File: src/rtl/sphd_pkg.sv
// Shared types, constants and helper functions for the solenoid pulse/hold driver.
// Used by sphd_coil_mem, sphd_coil_alu and solenoid_pulse_hold_driver.
`default_nettype none

package sphd_pkg;

    localparam int NUM_COILS      = 56;
    localparam int COIL_IDX_W     = $clog2(NUM_COILS);
    localparam int COIL_CNT_W     = $clog2(NUM_COILS + 1);
    localparam int COIL_NUM_W     = 6;
    localparam int TIME_W         = 8;
    localparam int LEVEL_W        = 8;
    localparam int PAT_IDX_W      = 5;
    localparam int PAT_W          = 16;
    localparam int POS_W          = 4;
    localparam int NUM_GROUPS     = 3;
    localparam int DRIVE_W        = 56;
    localparam int STATUS_W       = 2;
    localparam int CFG_IDX_W      = 1;
    localparam int CFG_DATA_W     = 8;

    localparam logic [COIL_NUM_W-1:0] ALWAYS_WALKED = 6'd32;
    localparam logic [COIL_NUM_W-1:0] STATUS_LIMIT  = 6'd40;
    localparam logic [TIME_W-1:0]     TIME_MAX      = 8'd255;
    localparam logic [TIME_W-1:0]     DEF_PULSE_RST = 8'd20;
    localparam logic [TIME_W-1:0]     DEF_RECYC_RST = 8'd40;
    localparam logic [PAT_IDX_W-1:0]  IDX_FULL      = 5'd16;

    localparam logic [STATUS_W-1:0] STATUS_NONE    = 2'd0;
    localparam logic [STATUS_W-1:0] STATUS_PULSING = 2'd1;
    localparam logic [STATUS_W-1:0] STATUS_HIGH    = 2'd2;

    localparam logic [CFG_IDX_W-1:0] CFG_DEF_PULSE   = 1'b0;
    localparam logic [CFG_IDX_W-1:0] CFG_DEF_RECYCLE = 1'b1;

    localparam logic [PAT_W-1:0] DUTY_TABLE [0:16] = '{
        16'h0000, 16'h0001, 16'h0101, 16'h0821, 16'h1111, 16'h2449,
        16'h4949, 16'h5455, 16'h5555, 16'h38E7, 16'h5D5D, 16'h5DDD,
        16'h7777, 16'hF7BD, 16'hFEFE, 16'hFF7F, 16'hFFFF
    };

    typedef enum logic [2:0] {
        CMD_TICK         = 3'd0,
        CMD_PULSE        = 3'd1,
        CMD_PULSE_LEVELS = 3'd2,
        CMD_ON           = 3'd3,
        CMD_OFF          = 3'd4,
        CMD_QUERY        = 3'd5,
        CMD_SET_PULSE    = 3'd6,
        CMD_SET_RECYCLE  = 3'd7
    } cmd_t;

    typedef struct packed {
        logic [TIME_W-1:0]    pulse_timer;
        logic [TIME_W-1:0]    recycle_timer;
        logic [TIME_W-1:0]    preset_pulse;
        logic [TIME_W-1:0]    preset_recycle;
        logic [PAT_IDX_W-1:0] hold_idx;
        logic [PAT_IDX_W-1:0] cur_idx;
    } coil_row_t;

    localparam coil_row_t COIL_ROW_RESET = '{
        pulse_timer:    '0,
        recycle_timer:  '0,
        preset_pulse:   DEF_PULSE_RST,
        preset_recycle: DEF_RECYC_RST,
        hold_idx:       '0,
        cur_idx:        '0
    };

    typedef struct packed {
        cmd_t               op;
        logic [TIME_W-1:0]  time_value;
        logic [LEVEL_W-1:0] pulse_level;
        logic [LEVEL_W-1:0] hold_level;
        logic [TIME_W-1:0]  def_pulse;
        logic [TIME_W-1:0]  def_recycle;
        logic [POS_W-1:0]   bit_pos;
    } alu_req_t;

    function automatic logic [PAT_IDX_W-1:0] level_to_index(input logic [LEVEL_W-1:0] lvl);
        logic [LEVEL_W:0] sum;
        sum = {1'b0, lvl} + 9'd1;
        return sum[LEVEL_W:LEVEL_W-4];
    endfunction

    function automatic logic [PAT_W-1:0] pattern_of(input logic [PAT_IDX_W-1:0] idx);
        if (idx > IDX_FULL)
            return DUTY_TABLE[16];
        else
            return DUTY_TABLE[idx];
    endfunction

    // coils below 32 always walk; upper coils walk in groups of eight once enabled
    function automatic logic coil_walked(input logic [COIL_NUM_W-1:0] c,
                                         input logic [NUM_GROUPS-1:0] ge);
        logic [COIL_NUM_W-1:0] off;
        logic                  res;
        off = c - ALWAYS_WALKED;
        if (c < ALWAYS_WALKED)
            res = 1'b1;
        else
        begin
            unique case (off[4:3])
                2'd0:    res = ge[0];
                2'd1:    res = ge[1];
                2'd2:    res = ge[2];
                default: res = 1'b0;
            endcase
        end
        return res;
    endfunction

    function automatic logic [NUM_GROUPS-1:0] group_bit(input logic [COIL_NUM_W-1:0] c);
        logic [COIL_NUM_W-1:0] off;
        logic [NUM_GROUPS-1:0] res;
        off = c - ALWAYS_WALKED;
        res = '0;
        if (c >= ALWAYS_WALKED)
        begin
            unique case (off[4:3])
                2'd0:    res = 3'b001;
                2'd1:    res = 3'b010;
                2'd2:    res = 3'b100;
                default: res = 3'b000;
            endcase
        end
        return res;
    endfunction

endpackage

`default_nettype wire

File: src/rtl/solenoid_pulse_hold_driver.sv
// Top level of the solenoid pulse/hold driver: command sequencer, coil walk and result register.
// Depends on sphd_pkg, sphd_coil_mem and sphd_coil_alu.
`default_nettype none

// One command beat in, one result beat out. Per-coil state lives in a memory that is
// read and written once per cycle, and a single update unit processes one coil per
// cycle. A tick reads all 56 coils through that unit with read and write overlapped
// and writes back coils below 32 and those of enabled upper groups; every other
// command works on at most one coil. cmd_stall is high from acceptance until the
// result is loaded into an output register, so the next command is taken while a
// result still waits on res_stall. No clearing pass is needed after reset.
module solenoid_pulse_hold_driver
    import sphd_pkg::*;
(
    input  wire logic                  clk,
    input  wire logic                  rst_n,

    input  wire logic                  cfg_we,
    input  wire logic [CFG_IDX_W-1:0]  cfg_index,
    input  wire logic [CFG_DATA_W-1:0] cfg_data,

    input  wire logic                  cmd_valid,
    output logic                       cmd_stall,
    input  wire logic [2:0]            cmd,
    input  wire logic [COIL_NUM_W-1:0] coil_number,
    input  wire logic [TIME_W-1:0]     time_value,
    input  wire logic [LEVEL_W-1:0]    pulse_level,
    input  wire logic [LEVEL_W-1:0]    hold_level,

    output logic                       res_valid,
    input  wire logic                  res_stall,
    output logic [DRIVE_W-1:0]         drive_bits,
    output logic [STATUS_W-1:0]        coil_status
);

    typedef enum logic [4:0] {
        ST_IDLE   = 5'b00001,
        ST_CMD_RD = 5'b00010,
        ST_CMD_EX = 5'b00100,
        ST_WALK   = 5'b01000,
        ST_DONE   = 5'b10000
    } state_t;

    state_t                  state_reg, state_next;
    cmd_t                    cmd_reg;
    logic [COIL_NUM_W-1:0]   coil_num_reg;
    logic [TIME_W-1:0]       tv_reg;
    logic [LEVEL_W-1:0]      plvl_reg;
    logic [LEVEL_W-1:0]      hlvl_reg;
    logic [TIME_W-1:0]       def_pulse_reg;
    logic [TIME_W-1:0]       def_recycle_reg;
    logic [POS_W-1:0]        bit_pos_reg, bit_pos_next;
    logic [NUM_GROUPS-1:0]   grp_en_reg, grp_en_next;
    logic [COIL_CNT_W-1:0]   rd_cnt_reg, rd_cnt_next;
    logic                    proc_vld_reg, proc_vld_next;
    logic [COIL_IDX_W-1:0]   proc_addr_reg, proc_addr_next;
    logic [DRIVE_W-1:0]      drive_acc_reg, drive_acc_next;
    logic [STATUS_W-1:0]     status_acc_reg, status_acc_next;
    logic                    res_valid_reg, res_valid_next;
    logic [DRIVE_W-1:0]      res_drive_reg, res_drive_next;
    logic [STATUS_W-1:0]     res_status_reg, res_status_next;

    logic                    accept;
    logic                    num_valid;
    logic [COIL_NUM_W-1:0]   coil_idx_full;
    logic [COIL_IDX_W-1:0]   coil_idx;
    logic                    rd_done;
    logic                    proc_walked;
    logic [DRIVE_W-1:0]      drive_set;

    logic                    mem_rd_en;
    logic [COIL_IDX_W-1:0]   mem_rd_addr;
    logic                    mem_wr_en;
    logic [COIL_IDX_W-1:0]   mem_wr_addr;
    coil_row_t               mem_rd_row;
    coil_row_t               alu_row_new;
    alu_req_t                alu_req;
    logic                    alu_drive;
    logic                    alu_pulsing;

    assign accept        = cmd_valid && !cmd_stall;
    assign cmd_stall     = (state_reg != ST_IDLE);
    assign num_valid     = (coil_num_reg != '0) && (coil_num_reg <= COIL_NUM_W'(NUM_COILS));
    assign coil_idx_full = coil_num_reg - 6'd1;
    assign coil_idx      = coil_idx_full[COIL_IDX_W-1:0];
    assign rd_done       = (rd_cnt_reg == COIL_CNT_W'(NUM_COILS));
    assign proc_walked   = coil_walked(COIL_NUM_W'(proc_addr_reg), grp_en_reg);
    assign drive_set     = {{(DRIVE_W-1){1'b0}}, 1'b1} << proc_addr_reg;

    assign res_valid   = res_valid_reg;
    assign drive_bits  = res_drive_reg;
    assign coil_status = res_status_reg;

    always_comb
    begin
        alu_req.op          = (state_reg == ST_WALK) ? CMD_TICK : cmd_reg;
        alu_req.time_value  = tv_reg;
        alu_req.pulse_level = plvl_reg;
        alu_req.hold_level  = hlvl_reg;
        alu_req.def_pulse   = def_pulse_reg;
        alu_req.def_recycle = def_recycle_reg;
        alu_req.bit_pos     = bit_pos_reg;
    end

    sphd_coil_mem u_mem (
        .clk     (clk),
        .rst_n   (rst_n),
        .rd_en   (mem_rd_en),
        .rd_addr (mem_rd_addr),
        .rd_row  (mem_rd_row),
        .wr_en   (mem_wr_en),
        .wr_addr (mem_wr_addr),
        .wr_row  (alu_row_new)
    );

    sphd_coil_alu u_alu (
        .req     (alu_req),
        .row     (mem_rd_row),
        .row_new (alu_row_new),
        .drive   (alu_drive),
        .pulsing (alu_pulsing)
    );

    always_comb
    begin
        state_next      = state_reg;
        bit_pos_next    = bit_pos_reg;
        grp_en_next     = grp_en_reg;
        rd_cnt_next     = rd_cnt_reg;
        proc_vld_next   = 1'b0;
        proc_addr_next  = proc_addr_reg;
        drive_acc_next  = drive_acc_reg;
        status_acc_next = status_acc_reg;
        res_valid_next  = res_valid_reg && res_stall;
        res_drive_next  = res_drive_reg;
        res_status_next = res_status_reg;
        mem_rd_en       = 1'b0;
        mem_rd_addr     = coil_idx;
        mem_wr_en       = 1'b0;
        mem_wr_addr     = coil_idx;

        unique case (state_reg)
            ST_IDLE:
            begin
                if (accept)
                begin
                    drive_acc_next  = '0;
                    status_acc_next = STATUS_NONE;
                    rd_cnt_next     = '0;
                    if (cmd_t'(cmd) == CMD_TICK)
                    begin
                        bit_pos_next = bit_pos_reg + 4'd1;
                        state_next   = ST_WALK;
                    end
                    else
                        state_next = ST_CMD_RD;
                end
            end
            ST_CMD_RD:
            begin
                mem_rd_en  = num_valid;
                state_next = ST_CMD_EX;
            end
            ST_CMD_EX:
            begin
                if (cmd_reg == CMD_QUERY)
                begin
                    if (coil_num_reg > STATUS_LIMIT)
                        status_acc_next = STATUS_HIGH;
                    else if (num_valid && alu_pulsing)
                        status_acc_next = STATUS_PULSING;
                end
                else if (num_valid)
                begin
                    mem_wr_en = 1'b1;
                    if ((cmd_reg == CMD_SET_PULSE) || (cmd_reg == CMD_SET_RECYCLE))
                        grp_en_next = grp_en_reg | group_bit(coil_idx_full);
                end
                state_next = ST_DONE;
            end
            ST_WALK:
            begin
                // read of coil n overlaps the update and write-back of coil n-1
                if (!rd_done)
                begin
                    mem_rd_en      = 1'b1;
                    mem_rd_addr    = rd_cnt_reg[COIL_IDX_W-1:0];
                    rd_cnt_next    = rd_cnt_reg + COIL_CNT_W'(1);
                    proc_vld_next  = 1'b1;
                    proc_addr_next = rd_cnt_reg[COIL_IDX_W-1:0];
                end
                if (proc_vld_reg && proc_walked)
                begin
                    mem_wr_en   = 1'b1;
                    mem_wr_addr = proc_addr_reg;
                    if (alu_drive)
                        drive_acc_next = drive_acc_reg | drive_set;
                end
                if (rd_done && !proc_vld_reg)
                    state_next = ST_DONE;
            end
            ST_DONE:
            begin
                if (!res_valid_reg || !res_stall)
                begin
                    res_valid_next  = 1'b1;
                    res_drive_next  = drive_acc_reg;
                    res_status_next = status_acc_reg;
                    state_next      = ST_IDLE;
                end
            end
            default:
            begin
                state_next = ST_IDLE;
            end
        endcase
    end

    always_ff @(posedge clk or negedge rst_n)
    begin
        if (!rst_n)
        begin
            state_reg       <= ST_IDLE;
            def_pulse_reg   <= DEF_PULSE_RST;
            def_recycle_reg <= DEF_RECYC_RST;
            bit_pos_reg     <= '0;
            grp_en_reg      <= '0;
            rd_cnt_reg      <= '0;
            proc_vld_reg    <= 1'b0;
            res_valid_reg   <= 1'b0;
        end
        else
        begin
            state_reg     <= state_next;
            bit_pos_reg   <= bit_pos_next;
            grp_en_reg    <= grp_en_next;
            rd_cnt_reg    <= rd_cnt_next;
            proc_vld_reg  <= proc_vld_next;
            res_valid_reg <= res_valid_next;
            if (cfg_we)
            begin
                unique case (cfg_index)
                    CFG_DEF_PULSE:   def_pulse_reg   <= cfg_data;
                    CFG_DEF_RECYCLE: def_recycle_reg <= cfg_data;
                    default:         def_pulse_reg   <= def_pulse_reg;
                endcase
            end
        end
    end

    always_ff @(posedge clk)
    begin
        if (accept)
        begin
            cmd_reg      <= cmd_t'(cmd);
            coil_num_reg <= coil_number;
            tv_reg       <= time_value;
            plvl_reg     <= pulse_level;
            hlvl_reg     <= hold_level;
        end
        proc_addr_reg  <= proc_addr_next;
        drive_acc_reg  <= drive_acc_next;
        status_acc_reg <= status_acc_next;
        res_drive_reg  <= res_drive_next;
        res_status_reg <= res_status_next;
    end

`ifndef SYNTH
    a_rw_addr_differ: assert property (@(posedge clk) disable iff (!rst_n)
        (mem_wr_en && mem_rd_en) |-> (mem_wr_addr != mem_rd_addr))
        else $error("coil memory read and write hit the same entry");

    a_rd_cnt_bound: assert property (@(posedge clk) disable iff (!rst_n)
        rd_cnt_reg <= COIL_CNT_W'(NUM_COILS))
        else $error("walk counter past last coil");

    a_wr_source: assert property (@(posedge clk) disable iff (!rst_n)
        mem_wr_en |-> ((state_reg == ST_CMD_EX) || proc_vld_reg))
        else $error("coil write outside execute or walk");

    a_res_from_done: assert property (@(posedge clk) disable iff (!rst_n)
        $rose(res_valid_reg) |-> $past(state_reg == ST_DONE))
        else $error("result beat not from done state");

    a_tick_pos: assert property (@(posedge clk) disable iff (!rst_n)
        (accept && (cmd_t'(cmd) == CMD_TICK)) |=> (bit_pos_reg == $past(bit_pos_reg) + 4'd1))
        else $error("pattern position did not advance on tick");

    a_status_only_query: assert property (@(posedge clk) disable iff (!rst_n)
        (res_valid_reg && (res_status_reg != STATUS_NONE)) |-> (res_drive_reg == '0))
        else $error("status and drive bits both set");
`endif

endmodule

`default_nettype wire

File: src/rtl/sphd_coil_mem.sv
// Per-coil state memory: one write and one registered read port per cycle.
// Entries never written read as the reset row. Depends on sphd_pkg.
`default_nettype none

module sphd_coil_mem
    import sphd_pkg::*;
(
    input  wire logic                  clk,
    input  wire logic                  rst_n,
    input  wire logic                  rd_en,
    input  wire logic [COIL_IDX_W-1:0] rd_addr,
    output coil_row_t                  rd_row,
    input  wire logic                  wr_en,
    input  wire logic [COIL_IDX_W-1:0] wr_addr,
    input  wire coil_row_t             wr_row
);

    coil_row_t             mem_reg [NUM_COILS];
    coil_row_t             q_reg;
    logic                  q_vld_reg;
    logic [NUM_COILS-1:0]  vld_reg;

    always_ff @(posedge clk)
    begin
        if (wr_en)
            mem_reg[wr_addr] <= wr_row;
        if (rd_en)
            q_reg <= mem_reg[rd_addr];
    end

    always_ff @(posedge clk or negedge rst_n)
    begin
        if (!rst_n)
        begin
            vld_reg   <= '0;
            q_vld_reg <= 1'b0;
        end
        else
        begin
            if (wr_en)
                vld_reg[wr_addr] <= 1'b1;
            if (rd_en)
                q_vld_reg <= vld_reg[rd_addr];
        end
    end

    assign rd_row = q_vld_reg ? q_reg : COIL_ROW_RESET;

endmodule

`default_nettype wire

File: src/rtl/sphd_coil_alu.sv
// Shared coil update unit: applies a tick or a single-coil command to one state row.
// Depends on sphd_pkg.
`default_nettype none

module sphd_coil_alu
    import sphd_pkg::*;
(
    input  wire alu_req_t  req,
    input  wire coil_row_t row,
    output coil_row_t      row_new,
    output logic           drive,
    output logic           pulsing
);

    logic [TIME_W-1:0] rec_dec;
    logic [TIME_W-1:0] pt_dec;
    logic [PAT_W-1:0]  pat;

    assign pulsing = (row.pulse_timer != '0) && (row.recycle_timer == '0);
    assign rec_dec = (row.recycle_timer != '0) ? row.recycle_timer - 8'd1 : '0;
    assign pat     = pattern_of(row.cur_idx);
    assign pt_dec  = ((row.hold_idx != IDX_FULL) && (row.preset_recycle != '0))
                     ? row.pulse_timer - 8'd1 : row.pulse_timer;

    always_comb
    begin
        row_new = row;
        drive   = 1'b0;
        unique case (req.op)
            CMD_TICK:
            begin
                row_new.recycle_timer = rec_dec;
                if ((row.pulse_timer != '0) && (rec_dec == '0))
                begin
                    row_new.pulse_timer = pt_dec;
                    drive = pat[req.bit_pos];
                    if (pt_dec == '0)
                    begin
                        if (row.hold_idx == '0)
                            row_new.recycle_timer = row.preset_recycle;
                        else
                        begin
                            // pulse done: fall into endless hold
                            row_new.cur_idx        = row.hold_idx;
                            row_new.preset_pulse   = TIME_MAX;
                            row_new.preset_recycle = '0;
                            row_new.pulse_timer    = TIME_MAX;
                        end
                    end
                end
            end
            CMD_PULSE:
            begin
                if (row.pulse_timer == '0)
                    row_new.pulse_timer = row.preset_pulse;
                row_new.hold_idx = '0;
                row_new.cur_idx  = IDX_FULL;
            end
            CMD_PULSE_LEVELS:
            begin
                if (row.pulse_timer == '0)
                begin
                    row_new.pulse_timer = req.time_value;
                    row_new.hold_idx    = level_to_index(req.hold_level);
                    row_new.cur_idx     = level_to_index(req.pulse_level);
                end
            end
            CMD_ON:
            begin
                if (row.pulse_timer == '0)
                begin
                    row_new.pulse_timer    = TIME_MAX;
                    row_new.preset_pulse   = TIME_MAX;
                    row_new.preset_recycle = '0;
                    row_new.hold_idx       = IDX_FULL;
                    row_new.cur_idx        = IDX_FULL;
                end
            end
            CMD_OFF:
            begin
                row_new.pulse_timer    = '0;
                row_new.preset_pulse   = req.def_pulse;
                row_new.preset_recycle = req.def_recycle;
                row_new.hold_idx       = '0;
                row_new.cur_idx        = IDX_FULL;
            end
            CMD_QUERY:
            begin
                row_new = row;
            end
            CMD_SET_PULSE:
            begin
                row_new.preset_pulse = req.time_value;
            end
            CMD_SET_RECYCLE:
            begin
                row_new.preset_recycle = req.time_value;
            end
            default:
            begin
                row_new = row;
            end
        endcase
    end

endmodule

`default_nettype wire

File: config.mk
export PLATFORM = sky130hd
export DESIGN_NAME = solenoid_pulse_hold_driver
export DESIGN_NICKNAME = d
export VERILOG_FILES = /design/src/rtl/sphd_pkg.sv /design/src/rtl/solenoid_pulse_hold_driver.sv /design/src/rtl/sphd_coil_mem.sv /design/src/rtl/sphd_coil_alu.sv
export SDC_FILE = /design/constraint.sdc
export NUM_CORES = 2
export LEC_CHECK = 0
export BUFFER_PORTS_ARGS = -buffer_cell sky130_fd_sc_hd__buf_2
export CELL_PAD_IN_SITES_DETAIL_PLACEMENT = 0
export CELL_PAD_IN_SITES_GLOBAL_PLACEMENT = 1
export CORE_AREA = 2 2 497 450
export CTS_CLUSTER_SIZE = 30
export DETAILED_ROUTE_END_ITERATION = 16
export DIE_AREA = 0 0 499 452
export GPL_TIMING_DRIVEN = 0
export PLACE_DENSITY_LB_ADDON = 0.15
export SKIP_LAST_GASP = 1
export SLEW_MARGIN = 10
export SYNTH_ARGS = -nofsm -noshare
export SYNTH_HDL_FRONTEND = slang
export SYNTH_HIERARCHICAL = 1
export SYNTH_SLANG_ARGS = --single-unit
File: constraint.sdc
create_clock -name clk -period 7.2 [get_ports clk]
set_input_delay 1.08 -clock clk [delete_from_list [all_inputs] [get_ports clk]]
set_output_delay 1.08 -clock clk [all_outputs]
set_load 0.05 [all_outputs]
==> impl_results.md <==
- HP Class: primary input to asynchronous set/reset pin
- GRT Max-Usage Layer: met2
- CTS tree: built
- Worst Path Required: 7780 ps
- Boundary Pins: 107
- Vias in the first global route: 51350
- Mean routed wirelength per cell: 34.1 µm
- DP Wirelength: 198000 µm
- Initial antenna violation count: 11
- Max reg flops: 2352
- Via-per-instance ratio: 6.20
- Core footprint: 0.221 mm²
- Number of synthesized flops with an enable pin: 2549
- Port bufs: 106
- Post-synth ARST share: 3.52%
- Register area share after synthesis: 76.5%
- Largest net degree at the start of global routing: 63
- CTS resizes: 0
- Synthesized flop and latch total: 2642
- M1 GR Usage: 37.4%
- Gr ovfl total: 0
- Post-Syn Area: 0.103 mm²
- Initial core utilization: 46.7%
- Cell repeated most along the worst path: buf_2
- H-tree depth: 5
- Minimum clock period after layout: 6690 ps
- Routed vias: 52667
- Final wirelength: 290000 µm
- Largest stage delay on the critical path: 850 ps
- Drt first pass iters: 6
- CTS buffer count: 286
- Global-route usage over all layers: 25.6%
- Clock transition at path regs: 60 ps
- Crit-path slowest cell: a21oi_1
- Max cap viols: 2
- Status: finished, violations left
- Die area: 0.226 mm²
- Share of layout cells above drive strength 1: 30.3%
- Period utilization: 92.9%
- Hold Fails Final Rpt: 0
- Routability cong.: 0.908
- Synth area leaders: edfxtp_1, mux4_2, dfrtp_1
- Fin worst setup slack: 513 ps
- Fin util: 54.7%
- Top-count cell post-synth: edfxtp_1
- CTS Hold Bufs: 0
- Yosys cell types: 74
- Postcts setup bufs: 0
- Num rows: 164
- Filler instances: 16693
- Clock root cell: clkbuf_16
- FMAX: 150 MHz
- Synth warnings: 6
- Global-route wire length before repair: 402000 µm
- Kind of critical path: register to register
- Clk Latency, worst-skew pair: 920 ps
- Synthesized area per cell: 21.4 µm²
- Num Clock Sinks: 2642
- Hold_ws: 78.3 ps
- Critical Path, Cell by Cell: or3_1 -> buf_6 -> nor2_4 -> nand2_1 -> a21oi_1 -> buf_2 -> buf_6 -> buf_2 -> buf_2 -> buf_2 -> mux4_2 -> mux2i_1 -> o21ai_0 -> o21ai_0 -> a21oi_1
- Die Span Y: 452 µm
- Area leader, netlist: edfxtp_1
- Crit start category: register
- Clock buffer depth: 4
- CP arrival: 7270 ps
- Failing checks: capacitance limit, slew limit
- DRC: 0
- Post-place setup slack: 714 ps
- Area growth, synth to finish: 16.9%
- M3 GR Usage: 5.61%
- P per Cell Area: 384 mW/mm²
- Slew @ Worst Pin: 1570 ps
- Final Setup Violations: 0
- Yosys top cell area share: 74.2%
- Sequential cell area: 0.0789 mm²
- Iter 0 DRT Violations: 6280
- Clk_skew: 49.7 ps
- Leakage power: 39.1 nW
- Layout Nets: 5458
- Max transition margin: -4.53%
- Area of the multi-input gates: 0.0237 mm²
- Total power: 46.3 mW
- Antenna Nets Post-Route: 0
- Die width: 499 µm
- Crit. End Element: register
- Main synth FF type: edfxtp_1
- Post-Synthesis Cells: 4809
- Synth Net Count: 4869
- Slew Limit Fails: 3
- Post-synth top cells: edfxtp_1, mux4_2, nor2_1
- Crit-path max FO: 10
- Met2 GRT Util: 39.4%
- RSZ-0062 raised after global routing: false
- VDD IR-drop max: 239 µV
==> worst max-delay path: cells and delay by family, from the launching register on <==
kind | cells | cell delay [ps]
compound gates | 4 | 2290
buf+inv | 6 | 2160
simple gates | 3 | 890
mux | 2 | 600
flops | 1 | 400
==> per-stage QoR <==
step | area (µm²) | setup TNS (ps) | std cells
final | 121000 | 0 | 8499
after CTS | 121000 | 0 | 8497
after global placement | 107000 | -4364130 | 7820
after global routing | 121000 | 0 | 8497
after detailed placement | 112000 | 0 | 8015
after floorplan | 103000 | 0 | 4809
==> layer usage <==
metal	wire length [µm]	vias to the layer above
li1	-	21332
met1	122000	28520
met2	134000	2367
met3	25500	446
met4	8190	2
met5	225	-
==> cells in the final DEF (no fill, tap or decap), types with 33 or more instances in the layout <==
master	count
a21oi_1	117
and2_1	43
buf_12	103
buf_16	51
buf_2	193
buf_4	65
clkbuf_1	158
clkbuf_16	294
clkinv_1	59
clkinv_2	34
dfrtp_1	88
edfxtp_1	2549
mux2i_1	109
mux4_2	681
nand2_1	132
nor2_1	119
nor2_4	55
nor3_1	33
o211ai_1	49
o21ai_0	119
o22ai_1	41
or2_2	58
==> cells by family after synthesis <==
kind of cell	share of synthesized area (%)
DFF	76.5
xor gates and xnor gates	0.229
adders and majority gates	0.158
AOI/OAI and AO/OA	2.75
buffers and inverters	1.42
muxes	16.2
and+or+nand+nor	2.71
==> report_power, final <==
part           total [mW]  switching [mW]  internal, mW
combinational        13.2            8.88          4.36
sequential           19.4           0.177          19.3
clock                13.7            5.76          7.90
total                46.3            14.8          31.5
==> worst paths after layout <==
| check | to | slack, ps | cells after the start | from |
|---|---|---|---|---|
| hold reg to reg | coil_status[0] | 420 | 0 | status_acc_reg[0] |
| min in group clk | coil_num_reg[1] | 360 | 1 | coil_number[1] |
| setup reg to reg | u_mem/q_reg[8] | 510 | 15 | state_reg[4] |
| max in group asynchronous | u_mem/vld_reg[42] | 6420 | 2 | rst_n |
| hold / removal | rd_cnt_reg[4] | 80 | 1 | rst_n |
| setup / recovery | u_mem/q_reg[8] | 510 | 15 | state_reg[4] |
==> cell type report <==
cell class,instances,share of cell area [%]
Sequential cell,2642,65.4
Multi-Input combinational cell,1877,19.6
Clock buffer,365,6.35
Timing Repair Buffer,301,3.64
Tap cell,2905,3.01
Buffer,257,1.12
Clock inverter,117,0.713
Inverter,33,0.103
Antenna cell,2,0.00415
No activity file was read; power rests on OpenSTA's default activity.
